File: src/rtl/rrtt_pkg.sv
// Shared types, constants and helpers for the round-robin task table.
package rrtt_pkg;

	localparam int SLOTS = 16;
	localparam int IDX_W = $clog2(SLOTS);
	localparam int CNT_W = $clog2(SLOTS + 1);
	localparam logic [31:0] FIRST_PID_RESET = 32'd1000;

	typedef enum logic [2:0] {
		ACT_SWITCH  = 3'd0,
		ACT_FSWITCH = 3'd1,
		ACT_CREATE  = 3'd2,
		ACT_START   = 3'd3,
		ACT_PAUSE   = 3'd4,
		ACT_RESUME  = 3'd5,
		ACT_KILL    = 3'd6,
		ACT_QUERY   = 3'd7
	} act_t;

	typedef enum logic [1:0] {
		SLOT_ABSENT  = 2'd0,
		SLOT_NEW     = 2'd1,
		SLOT_RUNNING = 2'd2,
		SLOT_PAUSED  = 2'd3
	} slot_st_t;

	typedef enum logic [3:0] {
		ST_IDLE,
		ST_SW,
		ST_SW_FIN,
		ST_FREE,
		ST_LOAD,
		ST_FIND,
		ST_K_CLOSE,
		ST_K_REMOVE,
		ST_K_PAR,
		ST_K_CHILD,
		ST_K_FIN,
		ST_DONE,
		ST_OUT
	} fsm_t;

	function automatic logic [IDX_W-1:0] wrap_inc(input logic [IDX_W-1:0] idx);
		wrap_inc = (idx == IDX_W'(SLOTS - 1)) ? '0 : idx + 1'b1;
	endfunction

endpackage

File: src/rtl/round_robin_task_table.sv
// Round-robin task table: slot store, scan sequencer and result register.
//
// Each transaction is handled by a sequencer that visits one slot per
// cycle. Switch, create, start, pause and resume make at most one scan of
// the 16 slots before the result is built; query goes straight to the
// result. Kill finds the task, then builds the set of descendants with one
// parent compare per cycle in passes over every pair of slots, repeated
// until a pass adds nothing, then scans for the parent and its children
// and may end with a forced switch. The input is not ready while a
// transaction is in work or its result waits. Writing first_pid reloads
// the next task id.
module round_robin_task_table (
	input  logic        clk,
	input  logic        arst_n,
	input  logic        s_tvalid,
	output logic        s_tready,
	// action[2:0], task_id[34:3], program_handle[50:35]
	input  logic [55:0] s_tdata,
	output logic        m_tvalid,
	input  logic        m_tready,
	// ok[0], current_slot[4:1], current_pid[36:5], current_program[52:37],
	// new_pid[84:53], needs_start[85], return_to_root[86]
	output logic [87:0] m_tdata,
	input  logic        cfg_we,
	input  logic [31:0] cfg_wdata
);

	localparam int IW = rrtt_pkg::IDX_W;
	localparam int CW = rrtt_pkg::CNT_W;
	localparam int N  = rrtt_pkg::SLOTS;

	rrtt_pkg::fsm_t state_q, state_d;
	rrtt_pkg::slot_st_t status_q [N];
	logic [31:0] pid_q [N];
	logic [31:0] par_q [N];
	logic [15:0] pgm_q [N];
	logic [N-1:0] mark_q;

	rrtt_pkg::act_t act_q;
	logic [31:0] id_q, next_id_q, kparent_q, newpid_q;
	logic [15:0] prog_q;
	logic [IW-1:0] cur_q, start_cur_q, sp_q, k_q, j_q, fidx_q;
	logic [CW-1:0] live_q;
	logic forced_q, ok_q, needs_q, root_q, changed_q, found_q, child_q;
	logic [87:0] out_q;

	logic accept, sp_last, j_last, sw_hit, live_hit, close_hit, child_hit, cur_live;
	logic [IW-1:0] cur_fin;
	logic [31:0] give_id;
	logic [N-1:0] live_vec;

	assign accept   = s_tvalid && s_tready;
	assign sp_last  = (sp_q == IW'(N - 1));
	assign j_last   = (j_q == IW'(N - 1));
	assign cur_live = (status_q[cur_q] != rrtt_pkg::SLOT_ABSENT);
	assign give_id  = (next_id_q == '0) ? 32'd1 : next_id_q;
	assign sw_hit   = (status_q[sp_q] == rrtt_pkg::SLOT_RUNNING) ||
		(!forced_q && status_q[sp_q] == rrtt_pkg::SLOT_NEW);
	assign live_hit = (status_q[sp_q] != rrtt_pkg::SLOT_ABSENT) &&
		(pid_q[sp_q] == ((state_q == rrtt_pkg::ST_K_PAR) ? kparent_q : id_q));
	assign close_hit = !mark_q[j_q] && (status_q[j_q] != rrtt_pkg::SLOT_ABSENT) &&
		mark_q[sp_q] && (pid_q[sp_q] == par_q[j_q]);
	assign child_hit = (status_q[sp_q] != rrtt_pkg::SLOT_ABSENT) &&
		(par_q[sp_q] == kparent_q);
	// Current slot once the parent of a killed task has been resumed.
	assign cur_fin = (found_q && !child_q) ? fidx_q : cur_q;

	always_comb begin
		for (int i = 0; i < N; i++) begin
			live_vec[i] = (status_q[i] != rrtt_pkg::SLOT_ABSENT);
		end
	end

	always_comb begin
		state_d = state_q;
		unique case (state_q)
			rrtt_pkg::ST_IDLE: begin
				if (accept) begin
					unique case (rrtt_pkg::act_t'(s_tdata[2:0])) inside
						rrtt_pkg::ACT_SWITCH, rrtt_pkg::ACT_FSWITCH:
							state_d = (live_q <= CW'(1)) ? rrtt_pkg::ST_DONE : rrtt_pkg::ST_SW;
						rrtt_pkg::ACT_CREATE, rrtt_pkg::ACT_START: state_d = rrtt_pkg::ST_FREE;
						rrtt_pkg::ACT_PAUSE, rrtt_pkg::ACT_RESUME, rrtt_pkg::ACT_KILL:
							state_d = rrtt_pkg::ST_FIND;
						default: state_d = rrtt_pkg::ST_DONE;
					endcase
				end
			end
			rrtt_pkg::ST_SW: begin
				if (sw_hit || k_q == IW'(N - 1)) state_d = rrtt_pkg::ST_SW_FIN;
			end
			rrtt_pkg::ST_SW_FIN: state_d = rrtt_pkg::ST_DONE;
			rrtt_pkg::ST_FREE: begin
				if (status_q[sp_q] == rrtt_pkg::SLOT_ABSENT) state_d = rrtt_pkg::ST_LOAD;
				else if (sp_last) state_d = rrtt_pkg::ST_DONE;
			end
			rrtt_pkg::ST_LOAD: state_d = rrtt_pkg::ST_DONE;
			rrtt_pkg::ST_FIND: begin
				if (live_hit) begin
					state_d = (act_q == rrtt_pkg::ACT_KILL) ? rrtt_pkg::ST_K_CLOSE
						: rrtt_pkg::ST_DONE;
				end else if (sp_last) begin
					state_d = rrtt_pkg::ST_DONE;
				end
			end
			rrtt_pkg::ST_K_CLOSE: begin
				if (sp_last && j_last && !(changed_q || close_hit))
					state_d = rrtt_pkg::ST_K_REMOVE;
			end
			rrtt_pkg::ST_K_REMOVE:
				state_d = (kparent_q == '0) ? rrtt_pkg::ST_DONE : rrtt_pkg::ST_K_PAR;
			rrtt_pkg::ST_K_PAR: begin
				if (live_hit) state_d = rrtt_pkg::ST_K_CHILD;
				else if (sp_last) state_d = rrtt_pkg::ST_K_FIN;
			end
			rrtt_pkg::ST_K_CHILD: begin
				if (child_hit || sp_last) state_d = rrtt_pkg::ST_K_FIN;
			end
			rrtt_pkg::ST_K_FIN: begin
				if (mark_q[start_cur_q] && live_q > CW'(1)) state_d = rrtt_pkg::ST_SW;
				else state_d = rrtt_pkg::ST_DONE;
			end
			rrtt_pkg::ST_DONE: state_d = rrtt_pkg::ST_OUT;
			rrtt_pkg::ST_OUT: begin
				if (m_tready) state_d = rrtt_pkg::ST_IDLE;
			end
			default: state_d = rrtt_pkg::ST_IDLE;
		endcase
	end

	always_comb begin
		s_tready = (state_q == rrtt_pkg::ST_IDLE);
		m_tvalid = (state_q == rrtt_pkg::ST_OUT);
		m_tdata  = out_q;
	end

	always_ff @(posedge clk or negedge arst_n) begin
		if (!arst_n) begin
			state_q <= rrtt_pkg::ST_IDLE;
		end else begin
			state_q <= state_d;
		end
	end

	// Control state: slot status, current slot, live count and id counter.
	always_ff @(posedge clk or negedge arst_n) begin
		if (!arst_n) begin
			for (int i = 0; i < N; i++) status_q[i] <= rrtt_pkg::SLOT_ABSENT;
			cur_q     <= '0;
			live_q    <= '0;
			next_id_q <= rrtt_pkg::FIRST_PID_RESET;
		end else begin
			if (cfg_we) next_id_q <= cfg_wdata;
			case (state_q)
				rrtt_pkg::ST_IDLE: begin
					if (accept && rrtt_pkg::act_t'(s_tdata[2:0]) == rrtt_pkg::ACT_START && cur_live)
						status_q[cur_q] <= rrtt_pkg::SLOT_PAUSED;
				end
				rrtt_pkg::ST_SW: begin
					if (sw_hit) cur_q <= sp_q;
				end
				rrtt_pkg::ST_SW_FIN: begin
					if (status_q[cur_q] == rrtt_pkg::SLOT_NEW)
						status_q[cur_q] <= rrtt_pkg::SLOT_RUNNING;
				end
				rrtt_pkg::ST_LOAD: begin
					next_id_q <= give_id + 32'd1;
					live_q    <= live_q + 1'b1;
					if (act_q == rrtt_pkg::ACT_START) begin
						status_q[fidx_q] <= rrtt_pkg::SLOT_RUNNING;
						cur_q            <= fidx_q;
					end else begin
						status_q[fidx_q] <= rrtt_pkg::SLOT_NEW;
					end
				end
				rrtt_pkg::ST_FIND: begin
					if (live_hit && act_q == rrtt_pkg::ACT_PAUSE)
						status_q[sp_q] <= rrtt_pkg::SLOT_PAUSED;
					if (live_hit && act_q == rrtt_pkg::ACT_RESUME)
						status_q[sp_q] <= rrtt_pkg::SLOT_RUNNING;
				end
				rrtt_pkg::ST_K_REMOVE: begin
					for (int i = 0; i < N; i++) begin
						if (mark_q[i]) status_q[i] <= rrtt_pkg::SLOT_ABSENT;
					end
					live_q <= live_q - CW'($countones(mark_q));
				end
				rrtt_pkg::ST_K_FIN: begin
					if (found_q && !child_q) begin
						status_q[fidx_q] <= rrtt_pkg::SLOT_RUNNING;
						cur_q            <= fidx_q;
					end
				end
				default: ;
			endcase
		end
	end

	// Scan pointers, transaction fields, slot payload and result.
	always_ff @(posedge clk) begin
		case (state_q)
			rrtt_pkg::ST_IDLE: begin
				if (accept) begin
					act_q       <= rrtt_pkg::act_t'(s_tdata[2:0]);
					id_q        <= s_tdata[34:3];
					prog_q      <= s_tdata[50:35];
					start_cur_q <= cur_q;
					forced_q    <= (rrtt_pkg::act_t'(s_tdata[2:0]) == rrtt_pkg::ACT_FSWITCH);
					ok_q        <= 1'b1;
					needs_q     <= 1'b0;
					root_q      <= 1'b0;
					newpid_q    <= '0;
					found_q     <= 1'b0;
					child_q     <= 1'b0;
					mark_q      <= '0;
					k_q         <= IW'(1);
					sp_q        <= (rrtt_pkg::act_t'(s_tdata[2:0]) == rrtt_pkg::ACT_SWITCH ||
						rrtt_pkg::act_t'(s_tdata[2:0]) == rrtt_pkg::ACT_FSWITCH)
						? rrtt_pkg::wrap_inc(cur_q) : '0;
				end
			end
			rrtt_pkg::ST_SW: begin
				sp_q <= rrtt_pkg::wrap_inc(sp_q);
				k_q  <= k_q + 1'b1;
			end
			rrtt_pkg::ST_SW_FIN: begin
				if (status_q[cur_q] == rrtt_pkg::SLOT_NEW) needs_q <= 1'b1;
			end
			rrtt_pkg::ST_FREE: begin
				if (status_q[sp_q] == rrtt_pkg::SLOT_ABSENT) fidx_q <= sp_q;
				else if (sp_last) ok_q <= 1'b0;
				sp_q <= rrtt_pkg::wrap_inc(sp_q);
			end
			rrtt_pkg::ST_LOAD: begin
				pid_q[fidx_q] <= give_id;
				par_q[fidx_q] <= cur_live ? pid_q[cur_q] : '0;
				pgm_q[fidx_q] <= prog_q;
				newpid_q      <= give_id;
				if (act_q == rrtt_pkg::ACT_START) needs_q <= 1'b1;
			end
			rrtt_pkg::ST_FIND: begin
				if (live_hit) begin
					kparent_q    <= par_q[sp_q];
					mark_q[sp_q] <= 1'b1;
					changed_q    <= 1'b0;
					j_q          <= '0;
					sp_q         <= '0;
				end else begin
					if (sp_last) ok_q <= 1'b0;
					sp_q <= rrtt_pkg::wrap_inc(sp_q);
				end
			end
			rrtt_pkg::ST_K_CLOSE: begin
				// One descendant compare per cycle: parent of slot j against id of slot sp.
				if (close_hit) begin
					mark_q[j_q] <= 1'b1;
					changed_q   <= 1'b1;
				end
				sp_q <= rrtt_pkg::wrap_inc(sp_q);
				if (sp_last) begin
					j_q <= rrtt_pkg::wrap_inc(j_q);
					if (j_last) changed_q <= 1'b0;
				end
			end
			rrtt_pkg::ST_K_REMOVE: begin
				if (kparent_q == '0) root_q <= 1'b1;
				sp_q <= '0;
			end
			rrtt_pkg::ST_K_PAR: begin
				if (live_hit) begin
					fidx_q  <= sp_q;
					found_q <= 1'b1;
					sp_q    <= '0;
				end else begin
					sp_q <= rrtt_pkg::wrap_inc(sp_q);
				end
			end
			rrtt_pkg::ST_K_CHILD: begin
				if (child_hit) child_q <= 1'b1;
				sp_q <= rrtt_pkg::wrap_inc(sp_q);
			end
			rrtt_pkg::ST_K_FIN: begin
				forced_q <= 1'b1;
				sp_q     <= rrtt_pkg::wrap_inc(cur_fin);
				k_q      <= IW'(1);
			end
			rrtt_pkg::ST_DONE: begin
				out_q <= {1'b0, root_q, needs_q, newpid_q,
					cur_live ? pgm_q[cur_q] : 16'd0,
					cur_live ? pid_q[cur_q] : 32'd0,
					4'(cur_q), ok_q};
			end
			default: ;
		endcase
	end

	a_live_count: assert property (@(posedge clk) disable iff (!arst_n)
		(state_q == rrtt_pkg::ST_IDLE) |-> (CW'($countones(live_vec)) == live_q))
		else $error("live count disagrees with slot status");

	a_back_to_idle: assert property (@(posedge clk) disable iff (!arst_n)
		(m_tvalid && m_tready) |=> s_tready)
		else $error("sequencer did not return to idle after the result transaction");

	a_new_id_nonzero: assert property (@(posedge clk) disable iff (!arst_n)
		(state_q == rrtt_pkg::ST_LOAD) |=> (newpid_q != '0))
		else $error("a created task received id zero");

	a_cur_range: assert property (@(posedge clk) disable iff (!arst_n)
		(state_q == rrtt_pkg::ST_DONE) |-> (32'(cur_q) < 32'(N)))
		else $error("current slot out of range");

endmodule
File: config.mk
export PLATFORM = sky130hd
export DESIGN_NAME = round_robin_task_table
export DESIGN_NICKNAME = d
export VERILOG_FILES = /design/src/rtl/rrtt_pkg.sv /design/src/rtl/round_robin_task_table.sv
export SDC_FILE = /design/constraint.sdc
export NUM_CORES = 2
export LEC_CHECK = 0
export ABC_CLOCK_PERIOD_IN_PS = 9500
export BUFFER_PORTS_ARGS = -buffer_cell sky130_fd_sc_hd__buf_2
export CORE_MARGIN = 3
export CORE_UTILIZATION = 55
export CTS_CLUSTER_SIZE = 30
export DETAILED_ROUTE_END_ITERATION = 16
export PLACE_DENSITY = 0.71
export SLEW_MARGIN = 20
export SYNTH_ARGS = -nofsm -noshare
export SYNTH_HDL_FRONTEND = slang
export SYNTH_SLANG_ARGS = --single-unit
File: constraint.sdc
create_clock -name clk -period 9.5 [get_ports clk]
set_input_delay 0.95 -clock clk [delete_from_list [all_inputs] [get_ports clk]]
set_output_delay 0.95 -clock clk [all_outputs]
set_load 0.01 [all_outputs]
==> key figures <==
Global routing
  – All-Layer GR Usage: 31.5%
  – Global-route wire length before repair: 319 mm
  – M3 GR Usage: 7.51%
  – Vias in the first global route: roughly 45000
  – Gr busiest metal: met2
  – Largest net degree at the start of global routing: ~120
  – Antenna violations before repair: 7
  – Met2 Use GR: approximately half
  – Met1 Use GR: between 40% and 50%
  – GRT overflow: 0

STA
  – Setup violators final: 0
  – Max Slew Vio Count: 0
  – Rel. slew slack: 17.2%
  – Period utilization: 64.1%
  – Min Tclk post-route: slightly above 6000 ps
  – Setup TNS: 0 ps
  – Setup Skew: between 30 and 40 ps
  – F_max: approximately 160 MHz
  – Unrepaired setup endpoints after global routing: no
  – Worst Max-Slew Pin Slew: 1240 ps
  – Hold slack: 90.0 ps
  – Fin. Hold Viols: 0

Worst setup path
  – Worst Path Arrival: ~6800 ps
  – Critical path class: reg2reg
  – CP endpoint kind: flop
  – CP max FO: 46
  – Register-to-Register Path Depth: 12
  – Required time of the critical path: 10210 ps
  – CP startpoint kind: flop

Routing
  – DR iter-0 viols: around 8000
  – Antenna Violating Nets Remaining: 0
  – Drt first pass iters: 9
  – DR DRC count: 0
  – Vias: approximately 46000
  – Via/cell ratio: a little over 7
  – Wirelength, routed: 222 mm
  – WL per Instance: approximately 35 um

Placed design
  – Detailed Place HPWL: 135 mm
  – Placed Area: between 0.07 and 0.08 mm2
  – Gpl congestion: slightly below 1
  – Number of port buffers: 176

Die
  – DIE WIDTH: 376 um
  – # IOs: between 150 and 200
  – FP Rows: ~140
  – Core area: around 0.14 mm2
  – Die area: between 0.1 and 0.15 mm2
  – Die Y: between 300 and 400 um
  – Initial Util: between 50% and 60%

Clock network
  – Worst-skew pair later-pin latency: 820 ps
  – Post-CTS Hold Buffers: 0
  – TritonCTS Buffers: approximately 170
  – Cts repair resizes: 0
  – Post-CTS setup buffers: 0
  – # clock sinks: approximately 1600
  – Root buffer cell: clkbuf_16
  – CTS H-tree depth: 4
  – CTS tree: built
  – Worst-path clk slew: approximately 60 ps
  – Clk buf depth: 3

Cells and area
  – # fillers: approximately 9600
  – Nets@finish: approximately 4600
  – Layout cell share with drive strength beyond 1: between 20% and 30%
  – Fin area: around 0.084 mm2
  – Area growth syn-to-layout: 11.0%

Outcome
  – Status: complete, no violations

Yosys
  – Yosys top cell by area: edfxtp_1
  – Ys Warns: 0
  – Largest cells by area after synthesis: edfxtp_1 61%, mux4_2 19%, dfrtp_1 2.4%, mux2i_1 2.1%, nand2_1 0.93%
  – Share of flip-flops with an asynchronous set or reset: 4.78%
  – Netlist cell types: 93
  – Register area share after synthesis: 63.5%
  – Post-synth EDFFs: ~1500
  – Syn Nets: about 4500
  – Top cell type's share of synthesized area: 60.7%
  – Mapped cell area: approximately 0.075 mm2
  – Synthesized area per cell: 17.5 um2
  – Post-Syn Instances: about 4300
  – #FFs+latches synth: around 1600
  – Prevailing post-synth register cell: edfxtp_1

Pwr
  – P_sw: about 11 mW
  – Combinational share of power: between 40% and 50%
  – Seq pwr share: a little over a third
  – VDD IR-drop max: ~0.0008 V
  – Net Sw Frac: 38.3%
  – Power per standard cell area: roughly 350 mW/mm2
  – Clock power frac: a little over a fifth
  – Pint: between 15 and 20 mW
  – P_leak: between 20 and 30 nW

Run
  – Max cap viols: 0

Min path
  – HP Class: in2async
[worst paths after layout]
check,to,slack (ps)
max,status_q[20]$_DFFE_PN0P_,3410
min,status_q[15]$_DFFE_PN0P_,90
max reg2reg,status_q[20]$_DFFE_PN0P_,3410
min reg2reg,m_tdata[66]$_DFFE_PN_,420
max in group asynchronous,cur_q[3]$_DFFE_PN0P_,8210
min in group clk,prog_q[11]$_DFFE_PP_,300
[routing by layer]
| metal | wire length [um] | up-vias |
|---|---|---|
| li1 | - | 18200 |
| met1 | 82400 | 23800 |
| met2 | 103000 | 3374 |
| met3 | 27700 | 491 |
| met4 | 8850 | 2 |
| met5 | 13 | - |
[per-stage QoR]
step	power (mW)	cells	setup slack, ps	utilization (%)
after detailed placement	23.0	6094	3580	57.6
after global placement	22.8	6094	3560	57.6
after CTS	29.5	6402	3580	61.6
after floorplan	18.9	4319	2130	-
final	29.6	6408	3410	61.7
after global routing	31.0	6406	3240	61.7
[worst max-delay path, cell delays in order, from the launching register on]
cell	delay [ps]
dfxtp_4	730
buf_4	680
mux4_2	340
mux2i_1	70
mux2i_1	800
xor2_1	260
nand4_1	120
nor4bb_1	840
nand4_1	1060
nor2_1	340
buf_4	310
nand4_1	150
a32oi_1	190
[cells in the mapped netlist, types with 31 or more instances]
master / number
clkbuf_1: 158
nor2b_1: 77
nand3_1: 70
buf_2: 51
xor2_1: 50
and2_1: 56
nor4_1: 31
nor2_1: 171
buf_1: 39
ha_1: 31
nand2_1: 187
o21ai_0: 108
a31oi_1: 32
buf_4: 35
inv_1: 73
nand4_1: 44
dfrtp_1: 71
edfxtp_1: 1525
mux2i_1: 160
mux4_2: 623
xnor2_1: 53
a22oi_1: 67
a21oi_1: 131
[state kept, by name, indices dropped and copies added, names as in the netlist, 5 cells and up, named ones only]
name and cells:
prog_q 16, live_q 5, pid_q 512, kparent_q 32, next_id_q 32, status_q 32
par_q 512, pgm_q 256, mark_q 16, id_q 32, m_tdata 87, newpid_q 32
[area by class of cell]
type	count	area (um2)	share of cell area, %
antenna	6	15.0	0.0179
clock buffer	195	4260	5.09
clock inverter	113	1190	1.42
inverter	76	285	0.341
multi-input combinational	2326	25900	31.0
sequential	1610	47900	57.2
tap	1781	2230	2.66
timing repair buffer	301	1900	2.27
[placed cells by master, fill, tap and decap left out, types with 72 or more instances in the layout]
cell type	Yosys	layout
inv_1	73	72
mux2i_1	160	160
o21ai_0	108	106
edfxtp_1	1525	1525
mux4_2	623	623
nor2_1	171	156
buf_2	51	175
a21oi_1	131	131
clkbuf_16	0	165
nand2_1	187	185
buf_4	35	119
[power groups by stage]
stage	Sequential, mW	Clock [mW]	Combinational (mW)
final	10.7	6.53	12.4
after global routing	10.8	6.86	13.3
after CTS	10.7	6.58	12.3
after detailed placement	10.8	0	12.2
after global placement	10.8	0	12.0
after floorplan	10.1	0	8.84
[cells by family after synthesis]
group	count (synthesis)	synth area share (%)
DFF	1610	63.5
muxes	827	21.7
and+or+nand+nor	739	4.87
AOI/OAI and AO/OA	607	5.41
buffers and inverters	383	2.41
xor gates and xnor gates	103	1.20
adders and majority gates	49	0.992
other	1	0.00497
(Power assumes the default switching activity.)
